## config.mk

```make
export PLATFORM = sky130hd
export DESIGN_NAME = icmp_probe_reply_matcher
export DESIGN_NICKNAME = d
export VERILOG_FILES = /design/src/design/icmp_prm_pkg.sv /design/src/design/icmp_prm_parse.sv /design/src/design/icmp_prm_class.sv /design/src/design/icmp_prm_emit.sv /design/src/design/icmp_probe_reply_matcher.sv
export VERILOG_INCLUDE_DIRS = /design/src /design/src/design
export SDC_FILE = /design/constraint.sdc
export NUM_CORES = 2
export LEC_CHECK = 0
export ABC_AREA = 0
export BUFFER_PORTS_ARGS = -buffer_cell sky130_fd_sc_hd__buf_2
export CAP_MARGIN = 40
export CORE_MARGIN = 4
export CORE_UTILIZATION = 29
export DETAILED_ROUTE_END_ITERATION = 8
export PLACE_DENSITY_LB_ADDON = 0.3
export SYNTH_ARGS = -nofsm -noshare
export SYNTH_HDL_FRONTEND = slang
export SYNTH_SLANG_ARGS = --single-unit
```

## constraint.sdc

```tcl
create_clock -name clk -period 23.7 [get_ports clk]
set_clock_uncertainty 0.15 [all_clocks]
set_input_delay 4.74 -clock clk [delete_from_list [all_inputs] [get_ports clk]]
set_output_delay 4.74 -clock clk [all_outputs]
set_load 0.02 [all_outputs]
```

## src/design/icmp_probe_reply_matcher_defines.svh

```systemverilog
// assertion macros for the icmp probe reply matcher
// used by modules that check their own control logic; needs clk and rst_n in scope
`ifndef ICMP_PROBE_REPLY_MATCHER_DEFINES_SVH
`define ICMP_PROBE_REPLY_MATCHER_DEFINES_SVH
`ifndef NO_ASSERTIONS
`define PRM_ASSERT_NOW(lbl, ante, cons) \
  lbl: assert property (@(posedge clk) disable iff (!rst_n) (ante) |-> (cons)) \
    else $error("assertion failed");
`define PRM_ASSERT_NEXT(lbl, ante, cons) \
  lbl: assert property (@(posedge clk) disable iff (!rst_n) (ante) |=> (cons)) \
    else $error("assertion failed");
`else
`define PRM_ASSERT_NOW(lbl, ante, cons)
`define PRM_ASSERT_NEXT(lbl, ante, cons)
`endif
`endif

```

## src/design/icmp_prm_pkg.sv

```systemverilog
// shared types, codes and helpers for the icmp probe reply matcher
// no dependencies
`timescale 1ns / 1ps
package icmp_prm_pkg;

  localparam logic [3:0] V_ECHO     = 4'd0;
  localparam logic [3:0] V_TTL      = 4'd1;
  localparam logic [3:0] V_UNREACH  = 4'd2;
  localparam logic [3:0] V_NOT_V4   = 4'd3;
  localparam logic [3:0] V_SHORT    = 4'd4;
  localparam logic [3:0] V_TRUNC    = 4'd5;
  localparam logic [3:0] V_IP_SUM   = 4'd6;
  localparam logic [3:0] V_NOT_ICMP = 4'd7;
  localparam logic [3:0] V_ICMP_SUM = 4'd8;
  localparam logic [3:0] V_FOREIGN  = 4'd9;
  localparam logic [3:0] V_OTHER    = 4'd10;

  localparam logic [7:0] T_ECHO_REPLY = 8'd0;
  localparam logic [7:0] T_UNREACH    = 8'd3;
  localparam logic [7:0] T_ECHO_REQ   = 8'd8;
  localparam logic [7:0] T_TIME_EXC   = 8'd11;
  localparam logic [7:0] PROTO_ICMP   = 8'd1;
  localparam logic [7:0] OPT_RR       = 8'd7;

  localparam logic [1:0] CFG_IP_ID    = 2'd0;
  localparam logic [1:0] CFG_ICMP_ID  = 2'd1;
  localparam logic [1:0] CFG_ICMP_SEQ = 2'd2;
  localparam logic [1:0] CFG_RR_ON    = 2'd3;

  typedef struct packed {
    logic [7:0]  vihl;
    logic [15:0] tl;
    logic [15:0] ipid;
    logic [7:0]  ttl;
    logic [7:0]  proto;
    logic [7:0]  rr_ptr;
    logic [31:0] src;
    logic [7:0]  typ;
    logic [7:0]  code;
    logic [15:0] echo_id;
    logic [15:0] echo_seq;
    logic [15:0] hcks;
    logic [15:0] icks;
    logic [7:0]  q_vihl;
    logic [7:0]  q_ttl;
    logic [15:0] q_ipid;
    logic [7:0]  q_type;
    logic [15:0] q_id;
    logic [15:0] q_seq;
    logic [7:0]  opt_type;
  } fld_t;

  typedef struct packed {
    logic [15:0] n;
    logic [15:0] hsum;
    logic [15:0] isum;
    logic [3:0]  rp;
    fld_t        f;
  } snap_t;

  typedef struct packed {
    logic [15:0] ip_id;
    logic [15:0] icmp_id;
    logic [15:0] icmp_seq;
    logic        rr_on;
  } cfg_t;

  typedef struct packed {
    logic [3:0]  verdict;
    logic [31:0] src;
    logic [7:0]  ttl;
    logic [7:0]  typ;
    logic [7:0]  code;
    logic [15:0] ipid;
    logic [7:0]  qttl;
    logic [3:0]  count;
  } res_t;

  typedef struct packed {
    logic        kind;
    logic [3:0]  verdict;
    logic [31:0] src;
    logic [7:0]  ttl;
    logic [7:0]  typ;
    logic [7:0]  code;
    logic [15:0] ipid;
    logic [7:0]  qttl;
    logic [31:0] addr;
    logic        fin;
  } item_t;

  function automatic logic [15:0] sum_add(input logic [15:0] sum, input logic odd,
                                          input logic [7:0] b);
    logic [16:0] s;
    s = {1'b0, sum} + (odd ? {9'd0, b} : {1'b0, b, 8'd0});
    return s[16] ? (s[15:0] + 16'd1) : s[15:0];
  endfunction

endpackage

```

## src/design/icmp_prm_parse.sv

```systemverilog
// byte parser: running checksums, captured header fields, route store, packet snapshot
// depends on icmp_prm_pkg and icmp_probe_reply_matcher_defines.svh
`timescale 1ns / 1ps
`include "icmp_probe_reply_matcher_defines.svh"
module icmp_prm_parse import icmp_prm_pkg::*; #(
  parameter int MAX_PACKET_BYTES  = 2048,
  parameter int MAX_ROUTE_ENTRIES = 9,
  parameter int RIW = (MAX_ROUTE_ENTRIES > 1) ? $clog2(MAX_ROUTE_ENTRIES) : 1
) (
  input  logic           clk,
  input  logic           rst_n,
  input  logic           in_tvalid,
  output logic           in_tready,
  input  logic [7:0]     in_byte,
  input  logic           in_end,
  input  logic           route_busy,
  input  logic           b_take,
  output logic           b_valid,
  output snap_t          snap,
  input  logic [RIW-1:0] rd_idx,
  output logic [31:0]    rd_data
);
  localparam int PW = $clog2(MAX_PACKET_BYTES + 1);

  logic [PW-1:0] pos_r, pos_nxt;
  logic [15:0]   hsum_r, hsum_nxt, isum_r, isum_nxt;
  logic [3:0]    rp_r, rp_nxt;
  fld_t          f_r, f_nxt;
  logic          b_valid_r;
  snap_t         snap_r;
  logic [31:0]   route_mem [MAX_ROUTE_ENTRIES];

  logic          active, fire, route_wr;
  logic [16:0]   p17, hl4, rel1, q, rel2, ih4, r, hl4r, rbase, a;
  logic [RIW-1:0] e;

  assign active = pos_r < PW'(MAX_PACKET_BYTES);
  assign p17    = 17'(pos_r);
  assign hl4r   = {11'd0, f_r.vihl[3:0], 2'b00};
  assign rbase  = hl4r + 17'd31;
  assign a      = p17 - rbase;
  assign e      = a[RIW+1:2];
  assign route_wr = active && (pos_r != '0) && (p17 >= rbase) &&
                    (p17 < rbase + 17'(4 * MAX_ROUTE_ENTRIES));

  assign in_tready = (!b_valid_r || b_take) && !(route_wr && (b_valid_r || route_busy));
  assign fire      = in_tvalid && in_tready;

  always_comb begin
    f_nxt    = f_r;
    hsum_nxt = hsum_r;
    isum_nxt = isum_r;
    rp_nxt   = rp_r;
    pos_nxt  = pos_r;
    hl4  = '0;
    rel1 = '0;
    q    = '0;
    rel2 = '0;
    ih4  = '0;
    r    = '0;
    if (active) begin
      if (pos_r == '0) f_nxt.vihl = in_byte;
      hl4 = {11'd0, f_nxt.vihl[3:0], 2'b00};
      if (p17 == 17'd2 || p17 == 17'd3) f_nxt.tl = {f_r.tl[7:0], in_byte};
      else if (p17 == 17'd4 || p17 == 17'd5) f_nxt.ipid = {f_r.ipid[7:0], in_byte};
      else if (p17 == 17'd8) f_nxt.ttl = in_byte;
      else if (p17 == 17'd9) f_nxt.proto = in_byte;
      else if (p17 == 17'd10 || p17 == 17'd11) f_nxt.hcks = {f_r.hcks[7:0], in_byte};
      else if (p17 >= 17'd12 && p17 <= 17'd15) f_nxt.src = {f_r.src[23:0], in_byte};
      if (p17 < hl4 && p17 != 17'd10 && p17 != 17'd11)
        hsum_nxt = sum_add(hsum_r, pos_r[0], in_byte);
      if (p17 >= hl4) begin
        rel1 = p17 - hl4;
        if (p17 >= 17'd4 && p17 < {1'b0, f_nxt.tl} && rel1 != 17'd2 && rel1 != 17'd3)
          isum_nxt = sum_add(isum_r, pos_r[0], in_byte);
        if (rel1 == 17'd0) f_nxt.typ = in_byte;
        else if (rel1 == 17'd1) f_nxt.code = in_byte;
        else if (rel1 == 17'd2 || rel1 == 17'd3) f_nxt.icks = {f_r.icks[7:0], in_byte};
        else if (rel1 == 17'd4 || rel1 == 17'd5)
          f_nxt.echo_id = {f_r.echo_id[7:0], in_byte};
        else if (rel1 == 17'd6 || rel1 == 17'd7)
          f_nxt.echo_seq = {f_r.echo_seq[7:0], in_byte};
      end
      q = hl4 + 17'd8;
      if (p17 >= q) begin
        rel2 = p17 - q;
        if (rel2 == 17'd0) f_nxt.q_vihl = in_byte;
        ih4 = {11'd0, f_nxt.q_vihl[3:0], 2'b00};
        if (rel2 == 17'd4 || rel2 == 17'd5) f_nxt.q_ipid = {f_r.q_ipid[7:0], in_byte};
        else if (rel2 == 17'd8) f_nxt.q_ttl = in_byte;
        else if (rel2 == 17'd20) f_nxt.opt_type = in_byte;
        else if (rel2 == 17'd22) f_nxt.rr_ptr = in_byte;
        if (rel2 >= ih4) begin
          r = rel2 - ih4;
          if (r == 17'd0) f_nxt.q_type = in_byte;
          else if (r == 17'd4 || r == 17'd5) f_nxt.q_id = {f_r.q_id[7:0], in_byte};
          else if (r == 17'd6 || r == 17'd7) f_nxt.q_seq = {f_r.q_seq[7:0], in_byte};
        end
      end
      if (route_wr && a[1:0] == 2'd3) rp_nxt = 4'(e) + 4'd1;
      pos_nxt = pos_r + PW'(1);
    end
  end

  always_ff @(posedge clk) begin
    if (!rst_n) begin
      pos_r     <= '0;
      hsum_r    <= '0;
      isum_r    <= '0;
      rp_r      <= '0;
      f_r       <= '0;
      b_valid_r <= 1'b0;
    end else begin
      if (fire) begin
        if (in_end) begin
          pos_r  <= '0;
          hsum_r <= '0;
          isum_r <= '0;
          rp_r   <= '0;
          f_r    <= '0;
        end else begin
          pos_r  <= pos_nxt;
          hsum_r <= hsum_nxt;
          isum_r <= isum_nxt;
          rp_r   <= rp_nxt;
          f_r    <= f_nxt;
        end
      end
      if (fire && in_end) b_valid_r <= 1'b1;
      else if (b_take) b_valid_r <= 1'b0;
    end
  end

  always_ff @(posedge clk) begin
    if (fire && in_end) begin
      snap_r.n    <= 16'(pos_nxt);
      snap_r.hsum <= hsum_nxt;
      snap_r.isum <= isum_nxt;
      snap_r.rp   <= rp_nxt;
      snap_r.f    <= f_nxt;
    end
    if (fire && route_wr) begin
      if (a[1:0] == 2'd0) route_mem[e] <= {24'd0, in_byte};
      else route_mem[e] <= {route_mem[e][23:0], in_byte};
    end
  end

  assign rd_data = route_mem[rd_idx];
  assign b_valid = b_valid_r;
  assign snap    = snap_r;

  `PRM_ASSERT_NEXT(a_snap_hold, b_valid_r && !b_take, b_valid_r && $stable(snap_r.n))
  `PRM_ASSERT_NOW(a_no_route_overwrite, fire && route_wr, !b_valid_r && !route_busy)
  `PRM_ASSERT_NEXT(a_end_clears, fire && in_end, pos_r == '0 && rp_r == 4'd0)
endmodule

```

## src/design/icmp_prm_class.sv

```systemverilog
// verdict logic: classifies a finished packet snapshot against the configured probe
// depends on icmp_prm_pkg
`timescale 1ns / 1ps
module icmp_prm_class import icmp_prm_pkg::*; #(
  parameter int MAX_ROUTE_ENTRIES = 9
) (
  input  snap_t snap,
  input  cfg_t  cfg,
  output res_t  res
);
  logic [5:0] hl4, ih4, c6;
  logic [7:0] p;
  logic       qmatch;

  assign hl4 = {snap.f.vihl[3:0], 2'b00};
  assign ih4 = {snap.f.q_vihl[3:0], 2'b00};
  assign p   = snap.f.rr_ptr;
  assign qmatch = snap.f.q_type == T_ECHO_REQ && snap.f.q_ipid == cfg.ip_id &&
                  snap.f.q_id == cfg.icmp_id && snap.f.q_seq == cfg.icmp_seq;

  always_comb begin
    res.verdict = V_OTHER;
    res.src   = snap.f.src;
    res.ttl   = snap.f.ttl;
    res.typ   = snap.f.typ;
    res.code  = snap.f.code;
    res.ipid  = snap.f.ipid;
    res.qttl  = 8'd0;
    res.count = 4'd0;
    c6 = (p >= 8'd4) ? 6'((p - 8'd4) >> 2) : 6'd0;
    if (snap.f.vihl[7:4] != 4'd4) res.verdict = V_NOT_V4;
    else if (snap.n < 16'd20) res.verdict = V_SHORT;
    else if (snap.n < snap.f.tl) res.verdict = V_TRUNC;
    else if (hl4 < 6'd20 || {10'd0, hl4} + 16'd8 > snap.f.tl) res.verdict = V_SHORT;
    else if (~snap.hsum != snap.f.hcks) res.verdict = V_IP_SUM;
    else if (snap.f.proto != PROTO_ICMP) res.verdict = V_NOT_ICMP;
    else if (~snap.isum != snap.f.icks) res.verdict = V_ICMP_SUM;
    else if (snap.f.typ == T_ECHO_REPLY) begin
      res.verdict = (snap.f.echo_id == cfg.icmp_id && snap.f.echo_seq == cfg.icmp_seq) ?
                    V_ECHO : V_FOREIGN;
    end else if (snap.f.typ == T_TIME_EXC || snap.f.typ == T_UNREACH) begin
      if (qmatch) begin
        res.verdict = (snap.f.typ == T_TIME_EXC) ? V_TTL : V_UNREACH;
        res.qttl = snap.f.q_ttl;
        if (cfg.rr_on && ih4 > 6'd20 && snap.f.opt_type == OPT_RR) begin
          if (c6 > 6'(MAX_ROUTE_ENTRIES)) c6 = 6'(MAX_ROUTE_ENTRIES);
          if (c6 > {2'd0, snap.rp}) c6 = {2'd0, snap.rp};
          res.count = c6[3:0];
        end
      end else begin
        res.verdict = V_FOREIGN;
      end
    end
    if (res.verdict == V_NOT_V4 || res.verdict == V_SHORT || res.verdict == V_TRUNC) begin
      res.src  = '0;
      res.ttl  = '0;
      res.typ  = '0;
      res.code = '0;
      res.ipid = '0;
      res.qttl = '0;
    end
  end
endmodule

```

## src/design/icmp_prm_emit.sv

```systemverilog
// result register and route address sequencer
// depends on icmp_prm_pkg and icmp_probe_reply_matcher_defines.svh
`timescale 1ns / 1ps
`include "icmp_probe_reply_matcher_defines.svh"
module icmp_prm_emit import icmp_prm_pkg::*; #(
  parameter int MAX_ROUTE_ENTRIES = 9,
  parameter int RIW = (MAX_ROUTE_ENTRIES > 1) ? $clog2(MAX_ROUTE_ENTRIES) : 1
) (
  input  logic           clk,
  input  logic           rst_n,
  input  logic           b_valid,
  input  res_t           res,
  output logic           b_take,
  output logic           route_busy,
  output logic [RIW-1:0] rd_idx,
  input  logic [31:0]    rd_data,
  output logic           out_valid,
  input  logic           out_tready,
  output item_t          item
);
  logic           out_valid_r;
  item_t          item_r;
  logic [3:0]     left_r;
  logic [RIW-1:0] idx_r;
  logic           can_load, adv;

  assign can_load = !out_valid_r || out_tready;
  assign b_take   = b_valid && can_load && left_r == 4'd0;
  assign adv      = out_valid_r && out_tready && left_r != 4'd0;

  always_ff @(posedge clk) begin
    if (!rst_n) begin
      out_valid_r <= 1'b0;
      left_r      <= '0;
      idx_r       <= '0;
    end else begin
      if (b_take) begin
        out_valid_r <= 1'b1;
        left_r      <= res.count;
        idx_r       <= '0;
      end else if (adv) begin
        out_valid_r <= 1'b1;
        left_r      <= left_r - 4'd1;
        idx_r       <= idx_r + RIW'(1);
      end else if (out_valid_r && out_tready) begin
        out_valid_r <= 1'b0;
      end
    end
  end

  always_ff @(posedge clk) begin
    if (b_take) begin
      item_r.kind    <= 1'b0;
      item_r.verdict <= res.verdict;
      item_r.src     <= res.src;
      item_r.ttl     <= res.ttl;
      item_r.typ     <= res.typ;
      item_r.code    <= res.code;
      item_r.ipid    <= res.ipid;
      item_r.qttl    <= res.qttl;
      item_r.addr    <= '0;
      item_r.fin     <= res.count == 4'd0;
    end else if (adv) begin
      item_r <= {1'b1, 4'd0, 32'd0, 8'd0, 8'd0, 8'd0, 16'd0, 8'd0, rd_data,
                 left_r == 4'd1};
    end
  end

  assign route_busy = left_r != 4'd0;
  assign rd_idx     = idx_r;
  assign out_valid  = out_valid_r;
  assign item       = item_r;

  `PRM_ASSERT_NOW(a_left_shows, left_r != 4'd0, out_valid_r)
  `PRM_ASSERT_NOW(a_fin_verdict, out_valid_r && !item_r.kind, item_r.fin == (left_r == 4'd0))
  `PRM_ASSERT_NOW(a_left_max, 1'b1, left_r <= 4'(MAX_ROUTE_ENTRIES))
endmodule

```

## src/design/icmp_probe_reply_matcher.sv

```systemverilog
// top level of the icmp probe reply matcher: config registers, parser, classifier, emitter
// depends on icmp_prm_pkg, icmp_prm_parse, icmp_prm_class, icmp_prm_emit
//
// channel   direction  transfer
// in_*      slave      one packet byte, tlast on the last byte
// out_*     master     verdict item, then 0..9 route address items, tlast on the last
// cfg_*     slave      register write, index and 16 bit data
//
// one byte per cycle while the parser runs; a packet's snapshot is registered at its last
// byte and its verdict passes through the classifier into the result register.
// route items follow one per cycle while out_tready is high; a byte stalls when it would
// write the route store before the previous packet's verdict and addresses are out, and
// any byte stalls while the previous verdict cannot yet load into the result register.
// reset clears all control state; out_tready low holds the result register.
`timescale 1ns / 1ps
module icmp_probe_reply_matcher import icmp_prm_pkg::*; #(
  parameter int MAX_PACKET_BYTES  = 2048,
  parameter int MAX_ROUTE_ENTRIES = 9
) (
  input  logic         clk,
  input  logic         rst_n,
  input  logic         in_tvalid,
  output logic         in_tready,
  input  logic [7:0]   in_tdata,   // packet_byte
  input  logic         in_tlast,   // packet_end
  output logic         out_tvalid,
  input  logic         out_tready,
  output logic [119:0] out_tdata,  // verdict, reply_source, reply_ttl, reply_type,
                                   // reply_code, reply_ip_id, quoted_ttl, route_address
  output logic         out_tuser,  // item_kind
  output logic         out_tlast,  // final_item
  input  logic         cfg_valid,
  output logic         cfg_ready,
  input  logic [1:0]   cfg_index,
  input  logic [15:0]  cfg_data
);
  localparam int RIW = (MAX_ROUTE_ENTRIES > 1) ? $clog2(MAX_ROUTE_ENTRIES) : 1;

  cfg_t           cfg_r;
  logic           b_valid, b_take, route_busy;
  snap_t          snap;
  res_t           res;
  item_t          item;
  logic [RIW-1:0] rd_idx;
  logic [31:0]    rd_data;

  assign cfg_ready = 1'b1;

  always_ff @(posedge clk) begin
    if (!rst_n) begin
      cfg_r <= '0;
    end else if (cfg_valid) begin
      case (cfg_index)
        CFG_IP_ID:    cfg_r.ip_id    <= cfg_data;
        CFG_ICMP_ID:  cfg_r.icmp_id  <= cfg_data;
        CFG_ICMP_SEQ: cfg_r.icmp_seq <= cfg_data;
        CFG_RR_ON:    cfg_r.rr_on    <= cfg_data[0];
        default: ;
      endcase
    end
  end

  icmp_prm_parse #(
    .MAX_PACKET_BYTES(MAX_PACKET_BYTES),
    .MAX_ROUTE_ENTRIES(MAX_ROUTE_ENTRIES),
    .RIW(RIW)
  ) u_parse (
    .clk(clk), .rst_n(rst_n),
    .in_tvalid(in_tvalid), .in_tready(in_tready),
    .in_byte(in_tdata), .in_end(in_tlast),
    .route_busy(route_busy), .b_take(b_take), .b_valid(b_valid), .snap(snap),
    .rd_idx(rd_idx), .rd_data(rd_data)
  );

  icmp_prm_class #(.MAX_ROUTE_ENTRIES(MAX_ROUTE_ENTRIES)) u_class (
    .snap(snap), .cfg(cfg_r), .res(res)
  );

  icmp_prm_emit #(.MAX_ROUTE_ENTRIES(MAX_ROUTE_ENTRIES), .RIW(RIW)) u_emit (
    .clk(clk), .rst_n(rst_n),
    .b_valid(b_valid), .res(res), .b_take(b_take), .route_busy(route_busy),
    .rd_idx(rd_idx), .rd_data(rd_data),
    .out_valid(out_tvalid), .out_tready(out_tready), .item(item)
  );

  assign out_tdata = {4'd0, item.addr, item.qttl, item.ipid, item.code, item.typ,
                      item.ttl, item.src, item.verdict};
  assign out_tuser = item.kind;
  assign out_tlast = item.fin;
endmodule
```

==> run summary <==
DRT Wirelength: 134000 µm
dpl cells: 6331
# setup viols final: 0
Worst setup SP type: input pin
nets@finish: 4371
synth unique cells: 93
simple-gate share of the synthesized area: 12.79%
Sw Share: 24.31%
Slew @ Worst Pin: 934.5 ps
fin cells: 6556
CP Max Fanout: 48
initial antenna violation count: 8
Final HPWL DP: 84030 µm
largest net degree at the start of global routing: 208
die area: 0.1777 mm²
Syn Area/Cell: 12.09 µm²
Initial DRC Count: 2104
vias in the first global route: 32200
Flop pwr share: 48.2%
setup total negative slack: 0 ps
Synth Area in Compound Gates: 9.480%
post-synthesis cell area: 0.04960 mm²
Wirelength per Cell: 20.44 µm
final worst path period share: 52.65%
Critical Path AT: 12810 ps
antenna-violating nets left: 0
Crit Path Class: in2reg
Critical Path End Type: register
Seq/Total Area, Yosys: 56.67%
CTS Buffer Depth: 3
Post-synth EDFFs: 672
RSZ-0062 raised after global routing: false
GRT overflow: 0
Die H: 421.6 µm
# H-tree levels: 3
Max-slew headroom: 37.32%
Max VDD drop: 58.62 µV
Die X-Extent: 421.6 µm
FP Rows: 151
PwrDens: 73.94 mW/mm²
# DRC: 0
Logic pwr share: 7.4%
vias per std cell: 4.939
CTS clk-pin slew, worst paths: 60 ps
Fmax achieved: 80.14 MHz
post-CTS sizing: 0
largest family of logic cells by synthesized area: simple AND/OR/NAND/NOR gates
Hold Vio Cnt, Final: 0
Layout area overhead: 15.48%
clock power share: 44.3%
First-pass DRT Iterations: 5
xor-xnor portion of the synthesized cell area: 3.612%
post-synthesis mux area share: 11.81%
Synth Instances: 4101
Synth Register Bits: 1068
total core area: 0.1697 mm²
Worst EP required: 24030 ps
Ports: 157
Hold WC Path Type: reg2reg
TritonCTS Buffers: 115
# Post-CTS Setup Buffers: 0
Initial Util: 29.23%
clk_lat worst skew: 760 ps
ys flop type: edfxtp_1
clk sinks: 1068
DR vias: 32380
max_cap viols: 0
Async SR Flop Fraction: 0%
CTS tree: yes
Final min period: 12480 ps
gpl congestion: 0.8515
Static Leakage: 20.49 nW
CTS hold repair buffers: 0
Adder-Cell Fraction of Synth Area: 2.825%
first-pass GRT wire length: 203800 µm
Slew Viols, Final: 0
Pint: 0.003206 W
net switching power: 0.001029 W
share of layout cells above drive strength 1: 19.73%
status: finished, final reports clean
Root Driver: clkbuf_16
Synth Warn #: 0
total track usage: 14.75%
Port Buffers: 151
-- worst max-delay path, stage by stage --
cell,delay [ps]
buf_2,80
buf_4,430
inv_1,110
o21ai_0,180
ha_1,210
inv_1,80
fa_1,430
a211oi_1,480
o21bai_1,220
and2_1,230
nor4_1,620
nand2_1,350
nor4_1,620
buf_1,250
mux2_2,400
inv_1,70
ha_1,230
nor2b_1,130
o21ai_0,320
a21oi_1,190
o22a_1,190
a211oi_1,420
or4b_2,690
a211oi_4,220
buf_4,470
mux2_2,390
-- power groups by stage --
stage / clock network (W) / registers, W / logic [W]
3_5_place_dp: 0 / 0.00208 / 0.000320
2_1_floorplan: 0 / 0.00211 / 0.000184
6_report: 0.00188 / 0.00204 / 0.000315
3_3_place_gp: 0 / 0.00208 / 0.000314
5_1_grt: 0.00201 / 0.00205 / 0.000346
4_1_cts: 0.00193 / 0.00204 / 0.000321
-- layout by cell type, fill, tap and decap left out, types with 15 or more instances in the layout --
cell type	netlist	layout
edfxtp_1	672	672
clkbuf_8	0	21
and2_1	187	183
mux4_2	112	112
clkbuf_1	190	25
a21boi_0	69	69
a21oi_1	111	110
inv_1	87	86
a22o_1	91	91
buf_2	28	168
and3_1	38	33
nand3b_1	15	15
nor3_1	50	49
nand4_1	45	45
nand2b_1	18	18
nor2_1	136	133
a22oi_1	33	33
mux2i_1	71	71
nand2_1	472	472
clkinv_2	0	19
xnor2_1	108	106
mux2_2	225	225
dfxtp_1	396	392
a211oi_1	36	36
ha_1	104	104
nand3_1	105	105
o21ai_0	198	198
nor4_1	43	43
o211ai_1	27	27
xor2_1	94	93
a21o_1	21	21
nor2b_1	91	91
clkbuf_16	0	119
buf_4	13	76
-- per-stage QoR --
step           instance area (µm²)  hold WS (ps)  power (W)  util (%)  worst slack [ps]
2_1_floorplan                49610         288.0   0.002290         -              4178
3_3_place_gp                 52780         279.0   0.002396     31.11             10700
3_5_place_dp                 53230         288.0   0.002402     31.37             10670
4_1_cts                      57260         302.7   0.004290     33.75             11440
5_1_grt                      57280         318.2   0.004405     33.76             10710
6_report                     57280         298.5   0.004235     33.76             11220
-- logic make-up after synthesis --
group / Yosys count
AO/OA/AOI/OAI: 700
XOR/XNOR: 203
adder cells (fa/ha/maj): 110
buffers and inverters: 342
flip-flops: 1068
multiplexers: 414
other: 2
AND/OR/NAND/NOR: 1262
-- synthesized netlist by cell type (71+ instances only) --
library cell	number	area [µm²]
a21oi_1	111	555.5
a22o_1	91	797.0
and2_1	187	1170
clkbuf_1	190	713.2
dfxtp_1	396	7928
edfxtp_1	672	20180
ha_1	104	1301
inv_1	87	326.6
mux2_2	225	2534
mux2i_1	71	710.7
mux4_2	112	2522
nand2_1	472	1772
nand3_1	105	525.5
nor2_1	136	510.5
nor2b_1	91	569.3
o21ai_0	198	991.0
xnor2_1	108	945.9
xor2_1	94	823.3
-- sequential cells by signal, indices dropped and copies added, names as in the netlist, named ones only --
register / count
u_emit.item: 118
u_parse.hsum_r: 16
u_parse.pos_r: 12
u_emit.out_valid: 1
u_parse.rp_r: 4
u_emit.left_r: 4
u_parse.f_r: 252
u_parse.route_mem: 288
u_parse.isum_r: 16
cfg_r: 49
u_parse.b_valid: 1
u_parse.snap: 299
u_emit.rd_idx: 4
-- cell type report --
class                           count  area [µm²]
Antenna cell                        4       10.01
Clock buffer                      165        3361
Inverter                           89       339.1
Fill cell                       16660      112400
Timing Repair Buffer              263        1763
Sequential cell                  1068       28110
Tap cell                         2218        2775
Clock inverter                     55       676.9
Multi-Input combinational cell   2694       20240
-- path summary, 6_finish.rpt --
path / start / to / slack [ps] / cells after the start
setup / recovery: in_tdata[0] / u_parse.snap[29] / 11220 / 26
hold / removal: u_emit.item[18] / u_emit.item[18] / 300 / 2
setup reg to reg: u_parse.pos_r[1] / u_parse.snap[29] / 13450 / 27
hold reg to reg: u_emit.item[18] / u_emit.item[18] / 300 / 2
-- routing by layer --
| layer | vias to the layer above | GRT usage, % | share of wire [%] |
|---|---|---|---|
| met1 | 16110 | 19.22 | 44 |
| li1 | 15360 | - | - |
| met3 | 198 | 2.438 | 4.7 |
| met4 | 0 | 5.515 | 3.4 |
| met2 | 709 | 24.64 | 48 |
| met5 | - | 0 | 0 |
Power figures use the tool's default switching activity.
